### src/hw/rtl/csvtok_pkg.sv
// ---------------------------------------------------------------------------
// csvtok_pkg
// Shared types and constants of the csv row tokenizer: character codes,
// result kinds and the command word passed from the front to the back.
// ---------------------------------------------------------------------------
package csvtok_pkg;

   // default depth of the trailing whitespace buffer
   localparam int SPACE_DEPTH_DEFAULT = 16;

   // command queue between front and back
   localparam int QUEUE_DEPTH = 4;
   localparam int QUEUE_PW    = $clog2(QUEUE_DEPTH);

   // character codes
   localparam logic [7:0] CH_QUOTE   = 8'h22;
   localparam logic [7:0] CH_CR      = 8'h0D;
   localparam logic [7:0] CH_LF      = 8'h0A;
   localparam logic [7:0] CH_SPACE   = 8'h20;
   localparam logic [7:0] CH_TAB     = 8'h09;
   localparam logic [7:0] SEP_RESET  = 8'h2C;

   // result kinds
   localparam logic [1:0] KIND_BYTE       = 2'd0;
   localparam logic [1:0] KIND_FIELD_END  = 2'd1;
   localparam logic [1:0] KIND_ROW_END    = 2'd2;
   localparam logic [1:0] KIND_STREAM_END = 2'd3;

   // back-end operations
   localparam logic [2:0] OP_NONE      = 3'd0;
   localparam logic [2:0] OP_SPACE     = 3'd1;
   localparam logic [2:0] OP_CONTENT   = 3'd2;
   localparam logic [2:0] OP_END_FIELD = 3'd3;
   localparam logic [2:0] OP_END_ROW   = 3'd4;
   localparam logic [2:0] OP_EOS       = 3'd5;

   // one command per accepted word that leaves work for the back
   typedef struct packed {
      logic       push_cr;    // buffer a lone cr before the operation
      logic       close_row;  // stream end: close the open row first
      logic [2:0] op;
      logic [7:0] data;
   } cmd_type;

   // space, tab, lf, vt, ff, cr
   function automatic logic is_ws(input logic [7:0] b);
      return (b == CH_SPACE) || ((b >= CH_TAB) && (b <= CH_CR));
   endfunction

endpackage

### src/hw/rtl/csv_row_tokenizer_top.sv
// ---------------------------------------------------------------------------
// csv_row_tokenizer_top
// Streaming csv tokenizer with quoting, whitespace trimming and LF / CRLF
// row ends; one text byte or a stream-end mark in, field words out.
//
//   channel  dir  handshake             payload
//   req      in   req_tvalid/tready     tdata: in_byte; tuser: end_of_stream
//   rsp      out  rsp_tvalid/tready     tdata: field_byte, trim_overflow;
//                                       tuser: kind; tlast: last
//   csr      in   csr_we                csr_wdata: separator_char
//
// A content byte first flushes its buffered blanks, one per cycle while the
// result register is free; a lone CR is buffered as a blank first, and a
// stream end closing an open row emits a row end before the stream end.
// The front takes a word per cycle while the four-entry command queue has
// room; the back's single result register sets the output pace.
// Synchronous active-high reset; no clearing pass, the blank buffer is
// read only below its fill count.
// ---------------------------------------------------------------------------
module csv_row_tokenizer_top #(
   parameter int SPACE_DEPTH = csvtok_pkg::SPACE_DEPTH_DEFAULT
) (
   input  logic        clock,
   input  logic        reset,
   input  logic        csr_we,
   input  logic [7:0]  csr_wdata,
   input  logic        req_tvalid,
   output logic        req_tready,
   input  logic [7:0]  req_tdata,   // [7:0] in_byte
   input  logic        req_tuser,   // [0] end_of_stream
   output logic        rsp_tvalid,
   input  logic        rsp_tready,
   output logic [15:0] rsp_tdata,   // [7:0] field_byte, [8] trim_overflow, rest zero
   output logic [1:0]  rsp_tuser,   // [1:0] kind
   output logic        rsp_tlast
);

   csvtok_pkg::cmd_type q_in_data, q_out_data;
   logic                q_push, q_full, q_pop, q_empty;
   logic [7:0]          rsp_byte;
   logic                rsp_ovf;

   // classifying front
   csvtok_front u_front (
      .clock      (clock),
      .reset      (reset),
      .csr_we     (csr_we),
      .csr_wdata  (csr_wdata),
      .req_tvalid (req_tvalid),
      .req_tready (req_tready),
      .req_byte   (req_tdata),
      .req_eos    (req_tuser),
      .q_full     (q_full),
      .q_push     (q_push),
      .q_data     (q_in_data)
   );

   // command queue
   csvtok_queue u_queue (
      .clock     (clock),
      .reset     (reset),
      .push      (q_push),
      .push_data (q_in_data),
      .full      (q_full),
      .pop       (q_pop),
      .pop_data  (q_out_data),
      .empty     (q_empty)
   );

   // executing back
   csvtok_back #(
      .SPACE_DEPTH (SPACE_DEPTH)
   ) u_back (
      .clock      (clock),
      .reset      (reset),
      .cmd_valid  (!q_empty),
      .cmd        (q_out_data),
      .cmd_pop    (q_pop),
      .rsp_tvalid (rsp_tvalid),
      .rsp_tready (rsp_tready),
      .rsp_kind   (rsp_tuser),
      .rsp_byte   (rsp_byte),
      .rsp_ovf    (rsp_ovf),
      .rsp_last   (rsp_tlast)
   );

   assign rsp_tdata = {7'd0, rsp_ovf, rsp_byte};

   // checks

   // queue drains on reset, so the input side is open right after it
   a_ready_after_reset: assert property (@(posedge clock)
      reset |=> req_tready)
      else $error("input not ready after reset");

   // no result word straight out of reset
   a_idle_after_reset: assert property (@(posedge clock)
      reset |=> !rsp_tvalid)
      else $error("result valid right after reset");

   // only field bytes carry a byte value
   a_byte_zero: assert property (@(posedge clock) disable iff (reset)
      (rsp_tvalid && (rsp_tuser != csvtok_pkg::KIND_BYTE)) |-> (rsp_tdata[7:0] == 8'd0))
      else $error("non-byte word with a byte value");

   // overflow flag only on field ends
   a_ovf_kind: assert property (@(posedge clock) disable iff (reset)
      (rsp_tvalid && rsp_tdata[8]) |->
      ((rsp_tuser == csvtok_pkg::KIND_FIELD_END) || (rsp_tuser == csvtok_pkg::KIND_ROW_END)))
      else $error("trim overflow outside a field end");

   // stream end always finishes its word's results
   a_eos_last: assert property (@(posedge clock) disable iff (reset)
      (rsp_tvalid && (rsp_tuser == csvtok_pkg::KIND_STREAM_END)) |-> rsp_tlast)
      else $error("stream end without last");

endmodule

### src/hw/rtl/csvtok_queue.sv
// ---------------------------------------------------------------------------
// csvtok_queue
// Short command queue that decouples the classifying front from the back.
// ---------------------------------------------------------------------------
module csvtok_queue (
   input  logic                clock,
   input  logic                reset,
   input  logic                push,
   input  csvtok_pkg::cmd_type push_data,
   output logic                full,
   input  logic                pop,
   output csvtok_pkg::cmd_type pop_data,
   output logic                empty
);

   csvtok_pkg::cmd_type                  entry_ff [csvtok_pkg::QUEUE_DEPTH];
   logic [csvtok_pkg::QUEUE_PW-1:0]      wr_ptr_ff, wr_ptr_in;
   logic [csvtok_pkg::QUEUE_PW-1:0]      rd_ptr_ff, rd_ptr_in;
   logic [csvtok_pkg::QUEUE_PW:0]        fill_ff, fill_in;

   assign full     = (fill_ff == (csvtok_pkg::QUEUE_PW+1)'(csvtok_pkg::QUEUE_DEPTH));
   assign empty    = (fill_ff == '0);
   assign pop_data = entry_ff[rd_ptr_ff];

   // pointer and fill bookkeeping
   always_comb begin
      wr_ptr_in = push ? wr_ptr_ff + (csvtok_pkg::QUEUE_PW)'(1) : wr_ptr_ff;
      rd_ptr_in = pop  ? rd_ptr_ff + (csvtok_pkg::QUEUE_PW)'(1) : rd_ptr_ff;
      fill_in   = fill_ff;
      if (push && !pop) begin
         fill_in = fill_ff + (csvtok_pkg::QUEUE_PW+1)'(1);
      end else if (pop && !push) begin
         fill_in = fill_ff - (csvtok_pkg::QUEUE_PW+1)'(1);
      end
   end

   always_ff @(posedge clock) begin
      if (reset) begin
         wr_ptr_ff <= '0;
         rd_ptr_ff <= '0;
         fill_ff   <= '0;
      end else begin
         wr_ptr_ff <= wr_ptr_in;
         rd_ptr_ff <= rd_ptr_in;
         fill_ff   <= fill_in;
      end
   end

   // payload storage
   always_ff @(posedge clock) begin
      if (push) begin
         entry_ff[wr_ptr_ff] <= push_data;
      end
   end

endmodule

### src/hw/rtl/csvtok_front.sv
// ---------------------------------------------------------------------------
// csvtok_front
// Accepts input words, tracks quoting and row state, and turns each word
// that leaves work for the back into one command for the back.
// ---------------------------------------------------------------------------
module csvtok_front (
   input  logic                clock,
   input  logic                reset,
   input  logic                csr_we,
   input  logic [7:0]          csr_wdata,
   input  logic                req_tvalid,
   output logic                req_tready,
   input  logic [7:0]          req_byte,
   input  logic                req_eos,
   input  logic                q_full,
   output logic                q_push,
   output csvtok_pkg::cmd_type q_data
);

   logic [7:0] sep_ff;
   logic       in_quoted_ff, in_quoted_in;
   logic       has_content_ff, has_content_in;
   logic       quote_pend_ff, quote_pend_in;
   logic       cr_pend_ff, cr_pend_in;
   logic       field_start_ff, field_start_in;
   logic       row_open_ff, row_open_in;
   logic       do_handle;
   logic       accept;
   csvtok_pkg::cmd_type cmd;

   assign req_tready = !q_full;
   assign accept     = req_tvalid && req_tready;

   // classification and next parse state
   always_comb begin
      in_quoted_in   = in_quoted_ff;
      has_content_in = has_content_ff;
      quote_pend_in  = quote_pend_ff;
      cr_pend_in     = cr_pend_ff;
      field_start_in = field_start_ff;
      row_open_in    = row_open_ff;
      cmd            = '0;
      cmd.op         = csvtok_pkg::OP_NONE;
      cmd.data       = req_byte;
      do_handle      = 1'b0;

      if (req_eos) begin
         // stream end: flush lone cr, close open row, back to start
         cmd.push_cr    = cr_pend_ff;
         cmd.close_row  = row_open_ff;
         cmd.op         = csvtok_pkg::OP_EOS;
         in_quoted_in   = 1'b0;
         has_content_in = 1'b0;
         quote_pend_in  = 1'b0;
         cr_pend_in     = 1'b0;
         field_start_in = 1'b1;
         row_open_in    = 1'b0;
      end else if (cr_pend_ff) begin
         cr_pend_in = 1'b0;
         if (req_byte == csvtok_pkg::CH_LF) begin
            cmd.op         = csvtok_pkg::OP_END_ROW;
            has_content_in = 1'b0;
            field_start_in = 1'b1;
            in_quoted_in   = 1'b0;
            quote_pend_in  = 1'b0;
            row_open_in    = 1'b0;
         end else begin
            cmd.push_cr = 1'b1;
            do_handle   = 1'b1;
         end
      end else if (quote_pend_ff) begin
         quote_pend_in = 1'b0;
         if (req_byte == csvtok_pkg::CH_QUOTE) begin
            cmd.op         = csvtok_pkg::OP_CONTENT;
            has_content_in = 1'b1;
         end else begin
            in_quoted_in = 1'b0;
            do_handle    = 1'b1;
         end
      end else begin
         do_handle = 1'b1;
      end

      // ordinary byte handling
      if (do_handle) begin
         row_open_in = 1'b1;
         if (in_quoted_in) begin
            field_start_in = 1'b0;
            if (req_byte == csvtok_pkg::CH_QUOTE) begin
               quote_pend_in = 1'b1;
            end else if (csvtok_pkg::is_ws(req_byte)) begin
               if (has_content_in) begin
                  cmd.op = csvtok_pkg::OP_SPACE;
               end
            end else begin
               cmd.op         = csvtok_pkg::OP_CONTENT;
               has_content_in = 1'b1;
            end
         end else if (field_start_in && (req_byte == csvtok_pkg::CH_QUOTE)) begin
            in_quoted_in   = 1'b1;
            field_start_in = 1'b0;
         end else begin
            field_start_in = 1'b0;
            if (req_byte == sep_ff) begin
               cmd.op         = csvtok_pkg::OP_END_FIELD;
               has_content_in = 1'b0;
               field_start_in = 1'b1;
               in_quoted_in   = 1'b0;
               quote_pend_in  = 1'b0;
            end else if (req_byte == csvtok_pkg::CH_CR) begin
               cr_pend_in = 1'b1;
            end else if (req_byte == csvtok_pkg::CH_LF) begin
               cmd.op         = csvtok_pkg::OP_END_ROW;
               has_content_in = 1'b0;
               field_start_in = 1'b1;
               in_quoted_in   = 1'b0;
               quote_pend_in  = 1'b0;
               row_open_in    = 1'b0;
               cr_pend_in     = 1'b0;
            end else if (csvtok_pkg::is_ws(req_byte)) begin
               if (has_content_in) begin
                  cmd.op = csvtok_pkg::OP_SPACE;
               end
            end else begin
               cmd.op         = csvtok_pkg::OP_CONTENT;
               has_content_in = 1'b1;
            end
         end
      end
   end

   // words that leave nothing for the back are not queued
   assign q_push = accept && !((cmd.op == csvtok_pkg::OP_NONE) && !cmd.push_cr);
   assign q_data = cmd;

   // separator register
   always_ff @(posedge clock) begin
      if (reset) begin
         sep_ff <= csvtok_pkg::SEP_RESET;
      end else if (csr_we) begin
         sep_ff <= csr_wdata;
      end
   end

   // parse state
   always_ff @(posedge clock) begin
      if (reset) begin
         in_quoted_ff   <= 1'b0;
         has_content_ff <= 1'b0;
         quote_pend_ff  <= 1'b0;
         cr_pend_ff     <= 1'b0;
         field_start_ff <= 1'b1;
         row_open_ff    <= 1'b0;
      end else if (accept) begin
         in_quoted_ff   <= in_quoted_in;
         has_content_ff <= has_content_in;
         quote_pend_ff  <= quote_pend_in;
         cr_pend_ff     <= cr_pend_in;
         field_start_ff <= field_start_in;
         row_open_ff    <= row_open_in;
      end
   end

endmodule

### src/hw/rtl/csvtok_back.sv
// ---------------------------------------------------------------------------
// csvtok_back
// Carries out queued commands: buffers trailing whitespace, flushes it in
// front of content, and drives the result register.
// ---------------------------------------------------------------------------
module csvtok_back #(
   parameter int SPACE_DEPTH = csvtok_pkg::SPACE_DEPTH_DEFAULT
) (
   input  logic                clock,
   input  logic                reset,
   input  logic                cmd_valid,
   input  csvtok_pkg::cmd_type cmd,
   output logic                cmd_pop,
   output logic                rsp_tvalid,
   input  logic                rsp_tready,
   output logic [1:0]          rsp_kind,
   output logic [7:0]          rsp_byte,
   output logic                rsp_ovf,
   output logic                rsp_last
);

   localparam int CW    = $clog2(SPACE_DEPTH + 1);
   localparam int AW    = (SPACE_DEPTH > 1) ? $clog2(SPACE_DEPTH) : 1;
   localparam int MEM_N = 1 << AW;

   logic [7:0]    space_buf_ff [MEM_N];
   logic [7:0]    rd_data_ff;
   logic [CW-1:0] count_ff, count_in;
   logic [CW-1:0] ptr_ff, ptr_in;
   logic          ovf_ff, ovf_in;
   logic          cr_done_ff, cr_done_in;
   logic          close_done_ff, close_done_in;
   logic          rsp_valid_ff, rsp_valid_in;
   logic [1:0]    rsp_kind_ff;
   logic [7:0]    rsp_byte_ff;
   logic          rsp_ovf_ff;
   logic          rsp_last_ff;
   logic          out_free;
   logic          emit;
   logic [1:0]    e_kind;
   logic [7:0]    e_byte;
   logic          e_ovf;
   logic          e_last;
   logic          do_space;
   logic [7:0]    space_byte;
   logic          wr_en;
   logic [AW-1:0] wr_addr;
   logic [AW-1:0] rd_addr;

   assign out_free = !rsp_valid_ff || rsp_tready;
   assign wr_addr  = count_ff[AW-1:0];

   // command execution
   always_comb begin
      count_in      = count_ff;
      ptr_in        = ptr_ff;
      ovf_in        = ovf_ff;
      cr_done_in    = cr_done_ff;
      close_done_in = close_done_ff;
      cmd_pop       = 1'b0;
      emit          = 1'b0;
      e_kind        = csvtok_pkg::KIND_BYTE;
      e_byte        = '0;
      e_ovf         = 1'b0;
      e_last        = 1'b0;
      do_space      = 1'b0;
      space_byte    = cmd.data;
      wr_en         = 1'b0;

      if (cmd_valid) begin
         if (cmd.push_cr && !cr_done_ff) begin
            // lone cr goes to the whitespace buffer first
            do_space   = 1'b1;
            space_byte = csvtok_pkg::CH_CR;
            cr_done_in = 1'b1;
         end else begin
            unique case (cmd.op)
               csvtok_pkg::OP_SPACE: begin
                  do_space = 1'b1;
                  cmd_pop  = 1'b1;
               end
               csvtok_pkg::OP_CONTENT: begin
                  if (out_free) begin
                     emit = 1'b1;
                     if (ptr_ff < count_ff) begin
                        e_byte = rd_data_ff;
                        ptr_in = ptr_ff + CW'(1);
                     end else begin
                        e_byte   = cmd.data;
                        e_last   = 1'b1;
                        ptr_in   = '0;
                        count_in = '0;
                        cmd_pop  = 1'b1;
                     end
                  end
               end
               csvtok_pkg::OP_END_FIELD, csvtok_pkg::OP_END_ROW: begin
                  if (out_free) begin
                     emit     = 1'b1;
                     e_kind   = (cmd.op == csvtok_pkg::OP_END_ROW) ?
                                csvtok_pkg::KIND_ROW_END : csvtok_pkg::KIND_FIELD_END;
                     e_ovf    = ovf_ff;
                     e_last   = 1'b1;
                     count_in = '0;
                     ovf_in   = 1'b0;
                     cmd_pop  = 1'b1;
                  end
               end
               csvtok_pkg::OP_EOS: begin
                  if (out_free) begin
                     emit     = 1'b1;
                     count_in = '0;
                     ovf_in   = 1'b0;
                     if (cmd.close_row && !close_done_ff) begin
                        e_kind        = csvtok_pkg::KIND_ROW_END;
                        e_ovf         = ovf_ff;
                        close_done_in = 1'b1;
                     end else begin
                        e_kind  = csvtok_pkg::KIND_STREAM_END;
                        e_last  = 1'b1;
                        cmd_pop = 1'b1;
                     end
                  end
               end
               default: begin
                  cmd_pop = 1'b1;
               end
            endcase
         end
      end

      // whitespace push, or overflow once the buffer is full
      if (do_space) begin
         if (count_ff < CW'(SPACE_DEPTH)) begin
            wr_en    = 1'b1;
            count_in = count_ff + CW'(1);
         end else begin
            ovf_in = 1'b1;
         end
      end

      if (cmd_pop) begin
         cr_done_in    = 1'b0;
         close_done_in = 1'b0;
      end
   end

   assign rd_addr      = ptr_in[AW-1:0];
   assign rsp_valid_in = emit ? 1'b1 : (rsp_tready ? 1'b0 : rsp_valid_ff);

   // whitespace buffer, read data registered with write forwarding
   always_ff @(posedge clock) begin
      if (wr_en) begin
         space_buf_ff[wr_addr] <= space_byte;
      end
      if (wr_en && (wr_addr == rd_addr)) begin
         rd_data_ff <= space_byte;
      end else begin
         rd_data_ff <= space_buf_ff[rd_addr];
      end
   end

   // control state
   always_ff @(posedge clock) begin
      if (reset) begin
         count_ff      <= '0;
         ptr_ff        <= '0;
         ovf_ff        <= 1'b0;
         cr_done_ff    <= 1'b0;
         close_done_ff <= 1'b0;
         rsp_valid_ff  <= 1'b0;
      end else begin
         count_ff      <= count_in;
         ptr_ff        <= ptr_in;
         ovf_ff        <= ovf_in;
         cr_done_ff    <= cr_done_in;
         close_done_ff <= close_done_in;
         rsp_valid_ff  <= rsp_valid_in;
      end
   end

   // result register payload
   always_ff @(posedge clock) begin
      if (emit) begin
         rsp_kind_ff <= e_kind;
         rsp_byte_ff <= e_byte;
         rsp_ovf_ff  <= e_ovf;
         rsp_last_ff <= e_last;
      end
   end

   assign rsp_tvalid = rsp_valid_ff;
   assign rsp_kind   = rsp_kind_ff;
   assign rsp_byte   = rsp_byte_ff;
   assign rsp_ovf    = rsp_ovf_ff;
   assign rsp_last   = rsp_last_ff;

endmodule
### config.mk
export PLATFORM = sky130hd
export DESIGN_NAME = csv_row_tokenizer_top
export DESIGN_NICKNAME = d
export VERILOG_FILES = /design/src/hw/rtl/csvtok_pkg.sv /design/src/hw/rtl/csv_row_tokenizer_top.sv /design/src/hw/rtl/csvtok_queue.sv /design/src/hw/rtl/csvtok_front.sv /design/src/hw/rtl/csvtok_back.sv
export SDC_FILE = /design/constraint.sdc
export NUM_CORES = 1
export LEC_CHECK = 0
export ABC_AREA = 1
export BUFFER_PORTS_ARGS = -buffer_cell sky130_fd_sc_hd__buf_2
export CORE_MARGIN = 5
export CORE_UTILIZATION = 50
export CTS_BUF_LIST = sky130_fd_sc_hd__clkbuf_8
export DETAILED_ROUTE_END_ITERATION = 7
export HOLD_SLACK_MARGIN = 0.03
export PLACE_DENSITY_LB_ADDON = 0.25
export SLEW_MARGIN = 0
export SYNTH_ARGS = -nofsm -noshare
export SYNTH_HDL_FRONTEND = slang
export SYNTH_SLANG_ARGS = --single-unit
### constraint.sdc
create_clock -name clock -period 2.8 [get_ports clock]
set_clock_uncertainty 0.05 [all_clocks]
set_input_delay 0.28 -clock clock [delete_from_list [all_inputs] [get_ports clock]]
set_output_delay 0.28 -clock clock [all_outputs]
set_load 0.02 [all_outputs]
==> results.sh <==
export IMPL_clockBufferDepth=3
export IMPL_avgSynthCellArea_um2=10.9
export IMPL_final_hold_violation_count=0
export IMPL_grt_pass1_vias=6996
export IMPL_synth_simple_area_share_pct=15.9
export IMPL_synth_adder_area_share_pct=1.89
export IMPL_clkLatencyLatePin_ps=530
export IMPL_synth_compound_area_share_pct=12.5
export IMPL_ir_drop_mv=0.350
export IMPL_use_met2_pct=31.8
export IMPL_path_clk_slew_ps=60
export IMPL_grt_overflow=0
export IMPL_postRouteAntennaNets=0
export IMPL_use_met3_pct=3.68
export IMPL_ys_types=53
export IMPL_grt_busiest_layer="met2"
export IMPL_drc=0
export IMPL_via_count=7201
export IMPL_ys_warnings_count=0
export IMPL_cp_common_cell="nand2_4"
export IMPL_r2r_slack_ps=160
export IMPL_grt_usage_pct=18.5
export IMPL_synth_top_family_by_area="simple AND/OR/NAND/NOR gates"
export IMPL_fp_dieH_um=154
export IMPL_startpoint_type="flip-flop"
export IMPL_worstSetupPathType="flip-flop to flip-flop"
export IMPL_power_density_nw_per_um2=922
export IMPL_synth_ff_type="edfxtp_1"
export IMPL_fmax_mhz=379
export IMPL_synth_mux_area_share_pct=0
export IMPL_cp_top_family="simple AND/OR/NAND/NOR gates"
export IMPL_cp_arrival_ps=3010
export IMPL_status="finished, final reports clean"
export IMPL_finalMaxSlewViolations=0
export IMPL_drt_initial_drc_count=467
export IMPL_fp_row_count=52
export IMPL_antenna_found_initial=0
export IMPL_portBuffers=35
export IMPL_grt_max_degree=65
export IMPL_die_area_um2=23600
export IMPL_initial_utilization_pct=50.9
export IMPL_grt_pass1_wl_um=35600
export IMPL_first_pass_iters=5
export IMPL_fillCellCount=1709
export IMPL_fin_crit_ps=2640
export IMPL_p_leak_nw=4.76
export IMPL_path_cells="buf_12, buf_8, buf_4, nand2_4, nand3_4, nand2_4, nor2_2, nand2_2, nand3_2, o21ai_2, nand2_2, nand2_4, ha_4, inv_2, fa_2, a21oi_2, o21ai_2, o21ai_1, a21oi_1"
export IMPL_core_area_um2=20300
export IMPL_cts_max_level=2
export IMPL_clkSinkCount=233
export IMPL_crit_path_end_kind="flip-flop"
export IMPL_die_w_um=154
export IMPL_cpPeakStageDelay_ps=350
export IMPL_synth_area_top_cells="edfxtp_1 (56%), dfxtp_1 (7.9%), nand2_1 (5.3%)"
export IMPL_drive_gt1_share_pct=23.3
export IMPL_ioPinCount=43
export IMPL_wl_per_cell_um=16.0
export IMPL_post_drt_via_cell_ratio=5.22
export IMPL_ys_ff_latch=233
export IMPL_synth_top_cell_by_area="edfxtp_1"
export IMPL_cp_required_ps=3170
export IMPL_totalWireLength_um=22100
export IMPL_place_ws_ps=-99.2
export IMPL_synth_xor_area_share_pct=0.509
export IMPL_async_flop_share_pct=0
export IMPL_cts_buffers=39
export IMPL_synth_top_area_share_pct=55.8
export IMPL_period_share_pct=94.2
export IMPL_holdCritPathClass="primary input to flip-flop"
export IMPL_max_slew_worst_pin_slew_ps=899
export IMPL_synth_cells=951
export IMPL_maxSlewHeadroom_pct=40.0
export IMPL_setup_ws_ps=162
export IMPL_hold_slack_ps=67.9
export IMPL_maxCapViolations=0
export IMPL_synth_area_um2=10300
export IMPL_ys_seq_area_share_pct=63.8
export IMPL_finalWeightedCongestion=0.829
export IMPL_final_net_count=1117
export IMPL_slowest_stage="fa_2"
export IMPL_clockRootBuffer="clkbuf_8"
export IMPL_use_met1_pct=23.8
export IMPL_setup_viol=0
export IMPL_area_delta_synth_final_pct=18.3
export IMPL_n_antenna_cell=0
export IMPL_place_hpwl_um=14500
export IMPL_worstPathMaxFanout=7
export IMPL_cp_num_buf_inv=4
export IMPL_cts_tree="built"
export IMPL_synth_edff_count=192
synthesized netlist by cell type (2+ instances only):
| library cell | instances |
|---|---|
| buf_4 | 10 |
| nand3_2 | 4 |
| a31oi_1 | 6 |
| edfxtp_1 | 192 |
| nand3_4 | 2 |
| nand2_4 | 5 |
| o21ai_0 | 92 |
| buf_6 | 2 |
| o221ai_1 | 22 |
| inv_4 | 2 |
| nor2_2 | 8 |
| o21ai_2 | 5 |
| o22ai_1 | 12 |
| clkbuf_1 | 28 |
| xnor2_1 | 2 |
| xor2_1 | 4 |
| nor2_4 | 7 |
| dfxtp_1 | 41 |
| inv_1 | 66 |
| nand2_2 | 17 |
| a32o_1 | 8 |
| a21oi_1 | 39 |
| o211ai_1 | 6 |
| o21ai_1 | 5 |
| nand3_1 | 39 |
| ha_1 | 14 |
| a211oi_2 | 2 |
| buf_2 | 4 |
| nor3_2 | 2 |
| inv_2 | 12 |
| nor2_1 | 127 |
| nand2_1 | 145 |
timing repair:
item,CTS,global route
resized for setup,2,34
endpoints found under the setup margin,1,2
setup buffers,0,12
hold endpoints to repair,12,0
pin swaps,0,17
hold buffers,14,0
flip-flops by register name, summed over array words and instances, names as in the netlist, 2 cells and up, named ones only:
register / cells
u_front.sep_ff: 8
u_queue.wr_ptr_ff: 2
u_back.count_ff: 5
u_queue.fill_ff: 3
u_queue.rd_ptr_ff: 2
u_back.ptr_ff: 5
u_back.rsp_byte: 8
u_back.space_buf_ff: 128
u_back.rsp_kind: 2
u_queue.entry_ff: 52
power by group:
part / internal [mW] / leakage (nW) / switching (mW)
Sequential: 4.71 / 2.09 / 0.145
Clock: 1.43 / 0.401 / 1.30
Combinational: 1.21 / 2.27 / 2.48
Total: 7.35 / 4.76 / 3.92
final timing paths:
kind / start / endpoint / depth (start not counted)
setup / recovery: flip-flop / u_queue.fill_ff[2]$_SDFFE_PP0P_ / 19
hold / removal: req_tdata[2] / u_queue.entry_ff[0][2]$_DFFE_PP_ / 2
setup reg to reg: flip-flop / u_queue.fill_ff[2]$_SDFFE_PP0P_ / 19
hold reg to reg: u_front.row_open_ff$_SDFFE_PP0P_ / u_front.row_open_ff$_SDFFE_PP0P_ / 2
layer usage:
metal  vias up  wire [µm]
li1       3579          -
met1      3401       9430
met2       186      11200
met3        35       1060
met4         0        506
met5         -          0
area by class of cell:
cell class	count	area, µm²	area share [%]
flip-flops and latches	233	6600	54.0
well taps	270	338	2.76
clock buffers	40	551	4.50
repair buffers	127	933	7.64
multi-input cells	596	3320	27.1
clock inverters	31	156	1.28
inverters	83	330	2.70
cell usage in the layout, fill, tap and decap left out, types with 6 or more instances in the layout:
cell type,netlist,routed
a21oi_1,39,36
a31oi_1,6,6
a32o_1,8,8
buf_2,4,35
buf_4,10,75
clkbuf_8,0,40
clkinv_1,1,14
conb_1,1,7
dfxtp_1,41,35
dlygate4sd3_1,0,14
edfxtp_1,192,192
ha_1,14,12
inv_1,66,76
inv_2,12,13
nand2_1,145,143
nand2_2,17,17
nand2_4,5,7
nand3_1,39,37
nand3_2,4,6
nor2_1,127,122
nor2_2,8,12
nor2_4,7,8
o211ai_1,6,6
o21ai_0,92,90
o21ai_1,5,6
o221ai_1,22,22
o22ai_1,12,12
per-stage QoR:
| step | total power [mW] | instance area, µm² | utilization (%) | TNS [ps] | cells |
|---|---|---|---|---|---|
| after global routing | 12.0 | 12200 | 60.2 | -47.8 | 1380 |
| after detailed placement | 8.25 | 11200 | 55.0 | -99.2 | 1283 |
| after floorplan | 7.18 | 10400 | - | 0 | 957 |
| after CTS | 11.0 | 12000 | 59.2 | 0 | 1368 |
| after global placement | 8.16 | 11200 | 55.0 | 0 | 1283 |
| final | 11.3 | 12200 | 60.2 | 0 | 1380 |
kinds of logic (layout without fill, tap and decap cells):
kind of cell	Yosys count	after routing
flops	233	233
xor+xnor	6	6
buf+inv	128	281
fa+ha+maj	15	15
other cells	1	7
simple gates	361	361
compound gates	207	207
worst reg2reg max path, delay by kind of cell (launching register included):
kind                       cells  cell delay (ps)
buffers and inverters          4              450
AOI/OAI and AO/OA              5              570
DFF                            1              320
adders and majority gates      2              490
and+or+nand+nor                8              650
No activity file was read; power rests on OpenSTA's default activity.
